--- config.mk ---
export PLATFORM = sky130hd
export DESIGN_NAME = temperature_threshold_monitor_top
export DESIGN_NICKNAME = d
export VERILOG_FILES = /design/src/sv/ttm_pkg.sv /design/src/sv/ttm_eval.sv /design/src/sv/temperature_threshold_monitor_top.sv
export SDC_FILE = /design/constraint.sdc
export NUM_CORES = 1
export LEC_CHECK = 0
export BUFFER_PORTS_ARGS = -buffer_cell sky130_fd_sc_hd__buf_4
export CAP_MARGIN = 0
export CORE_MARGIN = 2
export CORE_UTILIZATION = 50
export DETAILED_ROUTE_END_ITERATION = 10
export PLACE_DENSITY = 0.71
export SKIP_CTS_REPAIR_TIMING = 1
export SLEW_MARGIN = 20
export SYNTH_ARGS = -nofsm -noshare
export SYNTH_HDL_FRONTEND = slang
export SYNTH_SLANG_ARGS = --single-unit
--- constraint.sdc ---
create_clock -name aclk -period 11.83 [get_ports aclk]
set_clock_uncertainty 0.2 [all_clocks]
set_input_delay 1.183 -clock aclk [delete_from_list [all_inputs] [get_ports aclk]]
set_output_delay 1.183 -clock aclk [all_outputs]
set_load 0.01 [all_outputs]
--- src/sv/ttm_pkg.sv ---
`timescale 1ns / 1ps

package ttm_pkg;

    localparam int SampleWidth = 12;

    localparam logic [2:0] ACT_NONE     = 3'd0;
    localparam logic [2:0] ACT_NONREC   = 3'd1;
    localparam logic [2:0] ACT_CRITICAL = 3'd2;
    localparam logic [2:0] ACT_ASSERT   = 3'd3;
    localparam logic [2:0] ACT_DEASSERT = 3'd4;

    localparam logic [1:0] CFG_NONCRIT  = 2'd0;
    localparam logic [1:0] CFG_CRIT     = 2'd1;
    localparam logic [1:0] CFG_NONREC   = 2'd2;
    localparam logic [1:0] CFG_FLOOR    = 2'd3;

    localparam logic [7:0]        NONCRIT_RESET = 8'd255;
    localparam logic [7:0]        CRIT_RESET    = 8'd255;
    localparam logic [7:0]        NONREC_RESET  = 8'd255;
    localparam logic signed [7:0] FLOOR_RESET   = 8'sd30;

    typedef struct packed {
        logic       powered;
        logic [7:0] raw_low;
        logic [7:0] raw_high;
        logic       end_of_scan;
    } item_t;

    typedef struct packed {
        logic [7:0]        noncritical_limit;
        logic [7:0]        critical_limit;
        logic [7:0]        nonrecoverable_limit;
        logic signed [7:0] scan_floor;
    } limits_t;

    typedef struct packed {
        logic signed [SampleWidth-1:0] running_max;
        logic                          first_scan_pending;
        logic                          warning_asserted;
    } mon_state_t;

    typedef struct packed {
        logic [7:0] reading;
        logic       available;
        logic [2:0] action;
    } result_t;

endpackage

--- src/sv/ttm_eval.sv ---
`timescale 1ns / 1ps

module ttm_eval (
    input  ttm_pkg::item_t      item,
    input  ttm_pkg::limits_t    limits,
    input  ttm_pkg::mon_state_t state_cur,
    output logic                has_result,
    output ttm_pkg::result_t    result,
    output ttm_pkg::mon_state_t state_next
);

    logic signed [ttm_pkg::SampleWidth-1:0] sample;
    logic signed [ttm_pkg::SampleWidth-1:0] max_new;
    logic signed [ttm_pkg::SampleWidth-1:0] floor_start;
    logic [7:0]                             reading;

    assign sample      = {item.raw_high, item.raw_low[7:4]};
    assign max_new     = (sample > state_cur.running_max) ? sample : state_cur.running_max;
    assign floor_start = {limits.scan_floor, 4'b0000};
    assign reading     = max_new[ttm_pkg::SampleWidth-1] ? 8'd0 : max_new[11:4];

    always_comb begin
        state_next = state_cur;
        result     = '0;
        has_result = 1'b0;
        if (!item.powered) begin
            state_next.running_max = floor_start;
            has_result             = 1'b1;
        end else if (!item.end_of_scan) begin
            state_next.running_max = max_new;
        end else begin
            has_result             = 1'b1;
            state_next.running_max = floor_start;
            result.reading         = reading;
            result.available       = 1'b1;
            result.action          = ttm_pkg::ACT_NONE;
            if (state_cur.first_scan_pending) begin
                state_next.first_scan_pending = 1'b0;
            end else if (reading >= limits.nonrecoverable_limit) begin
                result.action = ttm_pkg::ACT_NONREC;
            end else if (reading >= limits.critical_limit) begin
                result.action = ttm_pkg::ACT_CRITICAL;
            end else if (!state_cur.warning_asserted
                         && reading >= limits.noncritical_limit) begin
                result.action               = ttm_pkg::ACT_ASSERT;
                state_next.warning_asserted = 1'b1;
            end else if (state_cur.warning_asserted
                         && reading < limits.noncritical_limit) begin
                result.action               = ttm_pkg::ACT_DEASSERT;
                state_next.warning_asserted = 1'b0;
            end
        end
    end

endmodule

--- src/sv/temperature_threshold_monitor_top.sv ---
`timescale 1ns / 1ps

// Temperature threshold monitor.
// Input stream: one channel sample per transaction. s_tdata carries the two
// raw sensor bytes, s_tuser says the payload is powered, s_tlast ends a scan.
// Output stream: one result per scan end or per unpowered sample. m_tdata
// carries the whole-degree maximum and the threshold action, m_tuser flags
// the reading as available.
// Configuration: write cfg_wdata to register cfg_addr while cfg_we is high
// (0 non-critical, 1 critical, 2 non-recoverable limit, 3 scan floor).
// Path: an accepted sample is held in the input register, and its result is
// registered in the output register, which drives m_tvalid. Throughput: one
// sample per cycle while the input does not stall, set by the single
// compare-and-max stage between the two registers.
// Reset: limits return to 255, the floor to 30 degrees, the running maximum
// to the floor, and the first scan after reset reports no action.
// Stall: while m_tready is low the pending result holds; samples that give
// no result keep flowing, and input stalls only when a new result would
// need the occupied output register.
module temperature_threshold_monitor_top (
    input  logic        aclk,
    input  logic        aresetn,
    input  logic        s_tvalid,
    output logic        s_tready,
    input  logic [15:0] s_tdata,   // raw_low, raw_high
    input  logic        s_tuser,   // powered
    input  logic        s_tlast,
    output logic        m_tvalid,
    input  logic        m_tready,
    output logic [15:0] m_tdata,   // reading, action, zero fill
    output logic        m_tuser,   // available
    input  logic        cfg_we,
    input  logic [1:0]  cfg_addr,
    input  logic [7:0]  cfg_wdata
);

    logic                in_valid_reg;
    ttm_pkg::item_t      in_item_reg;
    ttm_pkg::limits_t    limits_reg;
    ttm_pkg::mon_state_t state_reg;
    ttm_pkg::mon_state_t state_next;
    logic                m_valid_reg;
    ttm_pkg::result_t    result_reg;
    ttm_pkg::result_t    result_next;
    logic                has_result;
    logic                out_free;
    logic                advance;

    ttm_eval u_eval (
        .item       (in_item_reg),
        .limits     (limits_reg),
        .state_cur  (state_reg),
        .has_result (has_result),
        .result     (result_next),
        .state_next (state_next)
    );

    assign out_free = !m_valid_reg || m_tready;
    assign advance  = in_valid_reg && (!has_result || out_free);
    assign s_tready = !in_valid_reg || advance;

    always_ff @(posedge aclk) begin
        if (!aresetn) begin
            in_valid_reg <= 1'b0;
        end else if (s_tready) begin
            in_valid_reg <= s_tvalid;
        end
        if (s_tready && s_tvalid) begin
            in_item_reg <= '{powered:     s_tuser,
                             raw_low:     s_tdata[7:0],
                             raw_high:    s_tdata[15:8],
                             end_of_scan: s_tlast};
        end
    end

    always_ff @(posedge aclk) begin
        if (!aresetn) begin
            state_reg.running_max        <= {ttm_pkg::FLOOR_RESET, 4'b0000};
            state_reg.first_scan_pending <= 1'b1;
            state_reg.warning_asserted   <= 1'b0;
        end else if (advance) begin
            state_reg <= state_next;
        end
    end

    always_ff @(posedge aclk) begin
        if (!aresetn) begin
            limits_reg.noncritical_limit    <= ttm_pkg::NONCRIT_RESET;
            limits_reg.critical_limit       <= ttm_pkg::CRIT_RESET;
            limits_reg.nonrecoverable_limit <= ttm_pkg::NONREC_RESET;
            limits_reg.scan_floor           <= ttm_pkg::FLOOR_RESET;
        end else if (cfg_we) begin
            unique case (cfg_addr)
                ttm_pkg::CFG_NONCRIT: limits_reg.noncritical_limit    <= cfg_wdata;
                ttm_pkg::CFG_CRIT:    limits_reg.critical_limit       <= cfg_wdata;
                ttm_pkg::CFG_NONREC:  limits_reg.nonrecoverable_limit <= cfg_wdata;
                ttm_pkg::CFG_FLOOR:   limits_reg.scan_floor           <= cfg_wdata;
                default: begin
                end
            endcase
        end
    end

    always_ff @(posedge aclk) begin
        if (!aresetn) begin
            m_valid_reg <= 1'b0;
        end else if (out_free) begin
            m_valid_reg <= advance && has_result;
        end
        if (out_free && advance && has_result) begin
            result_reg <= result_next;
        end
    end

    assign m_tvalid = m_valid_reg;
    assign m_tdata  = {5'b00000, result_reg.action, result_reg.reading};
    assign m_tuser  = result_reg.available;

    a_unavail_zero: assert property (@(posedge aclk) disable iff (!aresetn)
        (m_valid_reg && !result_reg.available) |->
            (result_reg.reading == 8'd0 && result_reg.action == ttm_pkg::ACT_NONE))
        else $error("unavailable result carries nonzero fields");

    a_first_scan_stays_clear: assert property (@(posedge aclk) disable iff (!aresetn)
        !state_reg.first_scan_pending |=> !state_reg.first_scan_pending)
        else $error("first scan flag set again without reset");

    a_warn_rise: assert property (@(posedge aclk) disable iff (!aresetn)
        (advance && !state_reg.warning_asserted && state_next.warning_asserted) |->
            (result_next.action == ttm_pkg::ACT_ASSERT))
        else $error("warning flag set without assert action");

    a_ready_when_empty: assert property (@(posedge aclk) disable iff (!aresetn)
        (!m_valid_reg && !in_valid_reg) |-> s_tready)
        else $error("input stalled with empty pipeline");

endmodule

==> results of run 1 <==
layer usage:
| metal | vias up | track usage, % | part of all wire [%] | wire length (µm) |
|---|---|---|---|---|
| li1 | 1500 | - | - | - |
| met1 | 1355 | 27.4 | 48 | 3780 |
| met4 | 0 | 8.21 | 2.1 | 163 |
| met2 | 67 | 32.7 | 46 | 3620 |
| met5 | - | 0 | 0 | 0 |
| met3 | 12 | 2.90 | 4.8 | 381 |
area by class of cell:
type	instances	share of cell area (%)
Sequential cell	73	39.2
Clock inverter	3	1.46
Tap cell	99	2.84
Inverter	34	2.92
Timing Repair Buffer	43	7.39
Clock buffer	13	3.64
Multi-Input combinational cell	281	42.6
critical path, stage by stage, from the launching register on:
cell and delay [ns]:
dfxtp_1 0.34, clkinv_1 0.26, ha_1 0.44, nand4_1 0.17
a211o_1 0.34, a31o_2 0.26, mux2_2 0.46, a31oi_1 0.63
ha_1 0.35, nand2b_1 0.14, a21o_1 0.19, maj3_2 0.35
a2111oi_2 0.44, and4bb_1 0.24
synthesized netlist by cell type, types with 11 or more instances:
cell type / instances
nand2_1: 61
dfxtp_1: 48
inv_1: 33
ha_1: 30
edfxtp_1: 25
nor2_1: 22
nand3_1: 20
o211ai_1: 18
a21oi_1: 16
clkbuf_1: 15
and2_1: 11
power groups by stage:
stage                     sequential (mW)  clock [mW]  combinational (mW)
after global routing                0.278       0.232              0.0901
after floorplan                     0.282           0              0.0551
after detailed placement            0.283           0              0.0797
after CTS                           0.277       0.222              0.0802
final                               0.277       0.220              0.0804
after global placement              0.282           0              0.0774
stage by stage:
stage	worst slack (ns)	instances
floorplan	7.61	409
global placement	7.09	530
detailed placement	6.99	530
CTS	6.96	546
global route	6.63	546
finish	6.88	546
cells by family (layout without fill, tap and decap cells):
family / count (synthesis) / after routing / synth area share (%)
multiplexers: 12 / 12 / 3.27
other: 1 / 6 / 0.0991
flip-flops: 73 / 73 / 45.3
adder cells (fa/ha/maj): 31 / 31 / 10.2
AO/OA/AOI/OAI: 80 / 80 / 15.5
buffers and inverters: 55 / 93 / 6.05
AND/OR/NAND/NOR: 152 / 152 / 19.6
worst max-delay path by stage:
stage               cells past startpoint           to
global placement                       13  m_tdata[10]
CTS                                    13  m_tdata[10]
finish                                 13  m_tdata[10]
floorplan                              19   m_tdata[8]
global route                           13   m_tdata[9]
detailed placement                     13  m_tdata[10]
==> flow_summary.yaml, run 1 <==
outcome:
  status: "finished, final reports clean"
logic_synthesis:
  yosys_warnings: 0
  ys_seq_area_share_pct: 45.3
  synth-seq-cells: 73
  async_flop_share_pct: 0
  ys_top_cells_by_area: "dfxtp_1 25%, edfxtp_1 20%, ha_1 9.9%, nand2_1 6.1%, o211ai_1 3.6%"
  yosys.area.top_type_share_pct: 25.4
  synth_area_leader_cell: "dfxtp_1"
  syn_inst: 404
  yosysUniqueCellTypes: 49
  synth_area_mm2: 0.00378
  postSynthAreaPerCell_um2: 9.36
  synth_ff_type: "dfxtp_1"
  synth_edf_count: 25
setup_path:
  regToRegStartpoint: "state_reg[13]"
  arrival_ns: 4.96
  r2r_cells: 13
  rrSetupSlack_ns: 6.88
  crit_path_end_kind: "register"
  reg2reg_to: "m_tdata[10]"
  crit_fanout: 22
  start_kind: "register"
  worstSetupStartpoint: "state_reg[13]"
  crit_required_ns: 11.85
  crit_type: "reg2reg"
cts:
  htreeDepth: 3
  cts_tree: "built"
  cts_buffer_depth: 2
  cts_inserted_buffers: 9
  cts-root-buf: "clkbuf_8"
  clk_pin_slew_ns: 0.07
  clk_latency_ns: 0.35
  clock-sinks: 73
power:
  p_leak_nw: 1.94
  seq_power_share_pct: 48.0
  power_per_cell_area_mw_per_mm2: 132
  ir_drop_mv: 0.0589
  internal_power_mw: 0.435
  p_clk_share_pct: 38.1
  power_frac_comb_pct: 13.9
  power_switching_mw: 0.143
  power_mw: 0.578
  switching_share_pct: 24.7
drt:
  detail_route.wl_per_cell_um: 14.6
  via_count: 2934
  drtAntennaViolNets: 0
  wl_mm: 7.95
  drtIter0Drc: 123
  drc: 0
  routed_via_density: 5.37
  first_pass_iters: 4
layout:
  syn2layout_area_growth_pct: 15.5
  multiInputGateArea_mm2: 0.00186
  nets: 505
  utilization_pct: 59.9
  insertedDiodeCount: 0
  mostFrequentLayoutCells: "61 x nand2_1, 48 x dfxtp_1, 43 x buf_4, 33 x inv_1, 30 x ha_1"
  nFillCells: 648
  layout_commonest_cell: "nand2_1"
  stdcell_area_mm2: 0.00437
  drive_above_1_share_pct: 16.1
  seqCellArea_mm2: 0.00171
  largest_register_ffs: 32
global_routing:
  grt.overflow.total: 0
  antenna_found_initial: 0
  track_usage_pct: 20.3
  grt_max_degree: 50
  grt_first_pass_wirelength_mm: 13.4
  grt_pass1_vias: 2835
sta:
  fin_tns_setup_ns: 0
  rsz0062_at_grt: "no"
  drv_slew: 0
  period_needed_ns: 4.95
  hold_ws_ns: 0.267
  worst_pin_slew_ns: 0.873
  finalCritPeriodShare_pct: 41.8
  max_clock_freq_ghz: 0.202
  setup_viol: 0
  hold_violations: 0
  slew_headroom_pct: 41.6
job:
  max_cap_violations: 0
worst_hold_path:
  min_path_type: "reg2reg"
  min_from: "limits_reg[0]"
  whs_path_depth: 2
  hold_end: "limits_reg[0]"
die:
  ios: 52
  dieArea_mm2: 0.00828
  coreArea_mm2: 0.00729
  initial_core_util_pct: 51.9
  row_count: 31
  die_height_um: 91.0
  dieWidth_um: 91.0
placement:
  dpl_cell_area_mm2: 0.00415
  portBuffers: 41
  gp_congestion: 0.921
  dpl.hpwl_mm: 5.84
Power figures use the tool's default switching activity.
==> inputs of run 2 (changes only) <==
--- a/config.mk
+++ b/config.mk
@@ -10,7 +10,7 @@
 export CORE_MARGIN = 2
 export CORE_UTILIZATION = 50
 export DETAILED_ROUTE_END_ITERATION = 10
-export PLACE_DENSITY = 0.71
+export PLACE_DENSITY = 0.74
 export SKIP_CTS_REPAIR_TIMING = 1
 export SLEW_MARGIN = 20
 export SYNTH_ARGS = -nofsm -noshare
==> constraint.sdc (replaced) <==
create_clock -name aclk -period 4.03 [get_ports aclk]
set_clock_uncertainty 0.2 [all_clocks]
set_input_delay 0.403 -clock aclk [delete_from_list [all_inputs] [get_ports aclk]]
set_output_delay 0.403 -clock aclk [all_outputs]
set_load 0.01 [all_outputs]
==> run 2 against run 1 <==
Compared with the run above: the flow now finishes with violations (setup timing); register-to-register slack worse by 7.0 ns; hold slack worse by 0.25 ns; global-route usage up 1.3 points; setup slack worse by 7.0 ns; critical path depth up 7; via count up 7.6%; sequential share of layout area down 3.4 points; final area up 9.5%; sequential power rose to 2.9 times the previous value; final cell count up 4.6%; count of clock-buffer cells in the layout down 4; clock power rose to 2.6 times the previous value.
==> flow_summary.yaml, run 2 (synthesis gave the netlist of run 1 again) <==
power:
  ir_drop_mv: 0.171
  switching_share_pct: 27.7
  internal_power_mw: 1.24
  power_per_cell_area_mw_per_mm2: 358
  seq_power_share_pct: 47.6
  p_clk_share_pct: 33.5
  power_mw: 1.71
  p_leak_nw: 2.11
  power_frac_comb_pct: 18.9
  power_switching_mw: 0.473
sta:
  period_needed_ns: 4.13
  finalCritPeriodShare_pct: 102
  worst_pin_slew_ns: 0.913
  rsz0062_at_grt: "yes"
  setup_viol: 4
  max_clock_freq_ghz: 0.242
  hold_ws_ns: 0.0181
  layout_setup_ws_ns: -0.0992
  slew_headroom_pct: 38.9
  drv_slew: 0
  fin_tns_setup_ns: -0.280
  hold_violations: 0
layout:
  syn2layout_area_growth_pct: 26.4
  largest_register_ffs: 32
  layout_commonest_cell: "buf_4"
  utilization_pct: 65.6
  drive_above_1_share_pct: 28.0
  nets: 530
  insertedDiodeCount: 0
  stdcell_area_mm2: 0.00478
  final_cells: 571
  mostFrequentLayoutCells: "67 x buf_4, 61 x nand2_1, 47 x dfxtp_1, 33 x inv_1"
drt:
  drtIter0Drc: 210
  detail_route.wl_per_cell_um: 16.0
  wl_mm: 9.13
  via_count: 3156
  first_pass_iters: 4
  drc: 0
  routed_via_density: 5.53
  drtAntennaViolNets: 0
global_routing:
  grt_pass1_vias: 2909
  grt_first_pass_wirelength_mm: 14.2
  antenna_found_initial: 0
  track_usage_pct: 21.6
  grt_max_degree: 50
  grt.overflow.total: 0
setup_path:
  crit_path_end_kind: "register"
  crit_type: "reg2reg"
  start_kind: "register"
  cp_top_family: "compound AO/OA/AOI/OAI gates"
  crit_fanout: 6
  cpMaxStageDelayCell: "dfxtp_1"
  arrival_ns: 4.03
  worst-path-buf-inv: 2
  cpPeakStageDelay_ns: 0.37
  crit_required_ns: 3.93
  crit_chain: "inv_1, ha_1, buf_4, a21oi_1, a21oi_1, nor2_2, nand3_1, mux2_4, nor3b_2, a31o_4, ha_4, nor2b_4, o211ai_1, a21boi_1, o21a_1, o21a_1, nor2_2, o22ai_2, a21oi_2, o32ai_2"
cts:
  cts_tree: "built"
  htreeDepth: 3
  clk_latency_ns: 0.36
  clk_pin_slew_ns: 0.08
  cts_buffer_depth: 2
  cts_inserted_buffers: 9
  cts-root-buf: "clkbuf_8"
  clock-sinks: 73
placement:
  gp_congestion: 0.923
  portBuffers: 41
  pre_cts_ws_ns: -0.0966
  dpl.hpwl_mm: 6.25
  place_inst: 549
  dpl_cell_area_mm2: 0.00430
die:
  dieArea_mm2: 0.00828
  initial_core_util_pct: 51.9
  die_height_um: 91.0
  dieWidth_um: 91.0
  coreArea_mm2: 0.00729
  row_count: 31
  ios: 52
outcome:
  status: "finished with violations"
  violations: "setup timing"
job:
  max_cap_violations: 0
worst_hold_path:
  min_path_type: "in2reg"
-- run 2: cell count changes in the layout (fill, tap and decap cells not counted), sizes merged --
cell,change
clkbuf,-4
bufinv,-1
inv,+3
buf,+25
clkinv,+2
-- run 2: per-layer routing --
| layer | part of all wire (%) | global-route usage [%] | vias up |
|---|---|---|---|
| met2 | 49 | 34.0 | 76 |
| met3 | 4.5 | 5.06 | 12 |
| met4 | 1.5 | 7.20 | 0 |
| met5 | 0 | 0 | - |
| li1 | - | - | 1548 |
| met1 | 45 | 29.3 | 1520 |
-- run 2: final cells by class --
cell class                 count  area (µm²)
clock inverter                 7        67.6
clock buffer                   9         124
timing repair buffer          68         523
multi-input combinational    281        2100
inverter                      34         129
tap                           99         124
fill                         601        2510
sequential                    73        1710
-- run 2: power by group through the flow --
stage	clock network (mW)	registers, mW	logic (mW)
6_report	0.572	0.814	0.323
5_1_grt	0.615	0.817	0.350
4_1_cts	0.581	0.813	0.264
3_5_place_dp	0	0.829	0.260
3_3_place_gp	0	0.828	0.252
2_1_floorplan	0	0.827	0.165
-- run 2: worst paths after layout --
kind	end	slack, ns	from	depth (start not counted)
max	m_tdata[8]	-0.1	state_reg[12]	20
min	in_item_reg[3]	0.02	s_tdata[10]	1
max reg2reg	m_tdata[8]	-0.1	state_reg[12]	20
min reg2reg	limits_reg[7]	0.27	limits_reg[7]	2
==> inputs of run 3 (changes only) <==
--- a/config.mk
+++ b/config.mk
@@ -11,6 +11,7 @@
 export CORE_UTILIZATION = 50
 export DETAILED_ROUTE_END_ITERATION = 10
 export PLACE_DENSITY = 0.74
+export SETUP_SLACK_MARGIN = 0.3
 export SKIP_CTS_REPAIR_TIMING = 1
 export SLEW_MARGIN = 20
 export SYNTH_ARGS = -nofsm -noshare
==> run 3 against run 2 <==
Compared with the run above: the run still ends with setup timing left; via count decreased by 1.1%; critical path depth decreased by 4; sequential power about the same; non-clock buffer count increased by 1; global-route usage increased by 0.27 points; fmax increased by 2.1%; die area unchanged; clock power decreased by 16%; hold slack improved by 0.011 ns; final cell count increased by 0.35%; wire length increased by 1.8%; critical path type unchanged; critical endpoint unchanged.
==> flow_summary.yaml, run 3 (synthesis gave the netlist of run 1 again) <==
power:
  internal_power_mw: 1.18
  power_per_cell_area_mw_per_mm2: 337
  power_frac_comb_pct: 20.3
  switching_share_pct: 27.9
  p_clk_share_pct: 29.6
  ir_drop_mv: 0.223
  power_mw: 1.63
  p_leak_nw: 2.11
  power_switching_mw: 0.454
  seq_power_share_pct: 50.0
sta:
  slew_headroom_pct: 38.2
  setup_viol: 1
  finalCritPeriodShare_pct: 100
  max_clock_freq_ghz: 0.247
  drv_slew: 0
  worst_pin_slew_ns: 0.922
  layout_setup_ws_ns: -0.0140
  hold_violations: 0
  period_needed_ns: 4.04
  rsz0062_at_grt: "yes"
worst_hold_path:
  whs_path_depth: 1
  hold_end: "in_item_reg[1]"
  min_path_type: "in2reg"
  min_from: "s_tdata[8]"
drt:
  drtAntennaViolNets: 0
  detail_route.wl_per_cell_um: 16.2
  routed_via_density: 5.45
  first_pass_iters: 4
  via_count: 3120
  wl_mm: 9.30
  drtIter0Drc: 141
  drc: 0
layout:
  largest_register_ffs: 32
  nFillCells: 592
  utilization_pct: 66.4
  drive_above_1_share_pct: 29.1
  insertedDiodeCount: 0
  layout_commonest_cell: "buf_4"
  nets: 532
  syn2layout_area_growth_pct: 27.9
  final_cells: 573
  mostFrequentLayoutCells: "68 x buf_4, 61 x nand2_1, 43 x dfxtp_1, 33 x inv_1, 25 x edfxtp_1"
job:
  max_cap_violations: 0
placement:
  gp_congestion: 0.835
  dpl.hpwl_mm: 6.26
  portBuffers: 41
  place_inst: 541
global_routing:
  grt_first_pass_wirelength_mm: 14.4
  grt.overflow.total: 0
  track_usage_pct: 21.8
  antenna_found_initial: 0
  grt_max_degree: 50
  grt_pass1_vias: 2946
outcome:
  status: "finished with violations"
  violations: "setup timing"
cts:
  cts-root-buf: "clkbuf_8"
  cts_buffer_depth: 2
  htreeDepth: 3
  cts_tree: "built"
  clk_latency_ns: 0.35
  clk_pin_slew_ns: 0.07
  cts_inserted_buffers: 9
  clock-sinks: 73
die:
  dieArea_mm2: 0.00828
  initial_core_util_pct: 51.9
  dieWidth_um: 91.0
  die_height_um: 91.0
  coreArea_mm2: 0.00729
  row_count: 31
  ios: 52
setup_path:
  arrival_ns: 3.93
  r2r_cells: 16
  crit_fanout: 7
  reg2reg_to: "m_tdata[8]"
  start_kind: "register"
  crit_type: "reg2reg"
  regToRegStartpoint: "state_reg[9]"
  crit_required_ns: 3.92
  crit_path_end_kind: "register"
  rrSetupSlack_ns: -0.01
run 3: worst max path at each step:
stage          slack, ns       startpoint           to
6_report           -0.01     state_reg[9]   m_tdata[8]
5_1_grt            -0.17     state_reg[9]   m_tdata[8]
4_1_cts            -0.06   in_item_reg[4]   m_tdata[9]
3_5_place_dp       -0.02   in_item_reg[4]   m_tdata[9]
3_3_place_gp        0.03   in_item_reg[4]  m_tdata[10]
2_1_floorplan       0.19  in_item_reg[14]   m_tdata[8]
run 3: metal layers:
metal	vias up	GRT usage (%)	wire length [µm]
met1	1470	29.0	4090
li1	1552	-	-
met2	82	34.9	4580
met3	16	6.56	443
met4	0	5.81	184
met5	-	0	0
run 3: metrics by stage:
| stage | worst slack (ns) | instance area [µm²] | setup TNS (ns) | hold slack, ns |
|---|---|---|---|---|
| 2_1_floorplan | 0.189 | 3900 | 0 | 0.238 |
| 3_3_place_gp | 0.0254 | 4300 | 0 | 0.252 |
| 3_5_place_dp | -0.0242 | 4300 | -0.0350 | 0.258 |
| 4_1_cts | -0.0560 | 4460 | -0.146 | 0.0196 |
| 5_1_grt | -0.170 | 4840 | -0.464 | 0.0120 |
| 6_report | -0.0140 | 4840 | -0.0140 | 0.0290 |
run 3: worst max-delay path, cell delays in order, from the launching register on:
cell and delay [ns]:
dfxtp_1 0.40, inv_1 0.10, ha_4 0.29, nand4_1 0.15, a211o_1 0.33, a31o_4 0.24, mux2_4 0.33, buf_4 0.17
a31o_2 0.32, ha_1 0.30, a21boi_1 0.13, o21a_1 0.17, o21a_1 0.17, nor2_2 0.08, o22ai_2 0.12, a21oi_2 0.19
o32ai_1 0.09
run 3: cell type report:
class / instances / area (µm²) / area share (%)
Clock buffer: 12 / 135 / 2.79
Sequential cell: 73 / 1720 / 35.5
Timing Repair Buffer: 69 / 522 / 10.8
Inverter: 34 / 129 / 2.66
Clock inverter: 4 / 21.3 / 0.440
Multi-Input combinational cell: 282 / 2190 / 45.3
Tap cell: 99 / 124 / 2.56
run 3: power by group through the flow:
| stage | Combinational [mW] | Clock [mW] | Sequential, mW |
|---|---|---|---|
| after floorplan | 0.181 | 0 | 0.827 |
| after global placement | 0.258 | 0 | 0.828 |
| after detailed placement | 0.266 | 0 | 0.828 |
| after CTS | 0.268 | 0.493 | 0.812 |
| after global routing | 0.361 | 0.524 | 0.819 |
| final | 0.332 | 0.483 | 0.815 |
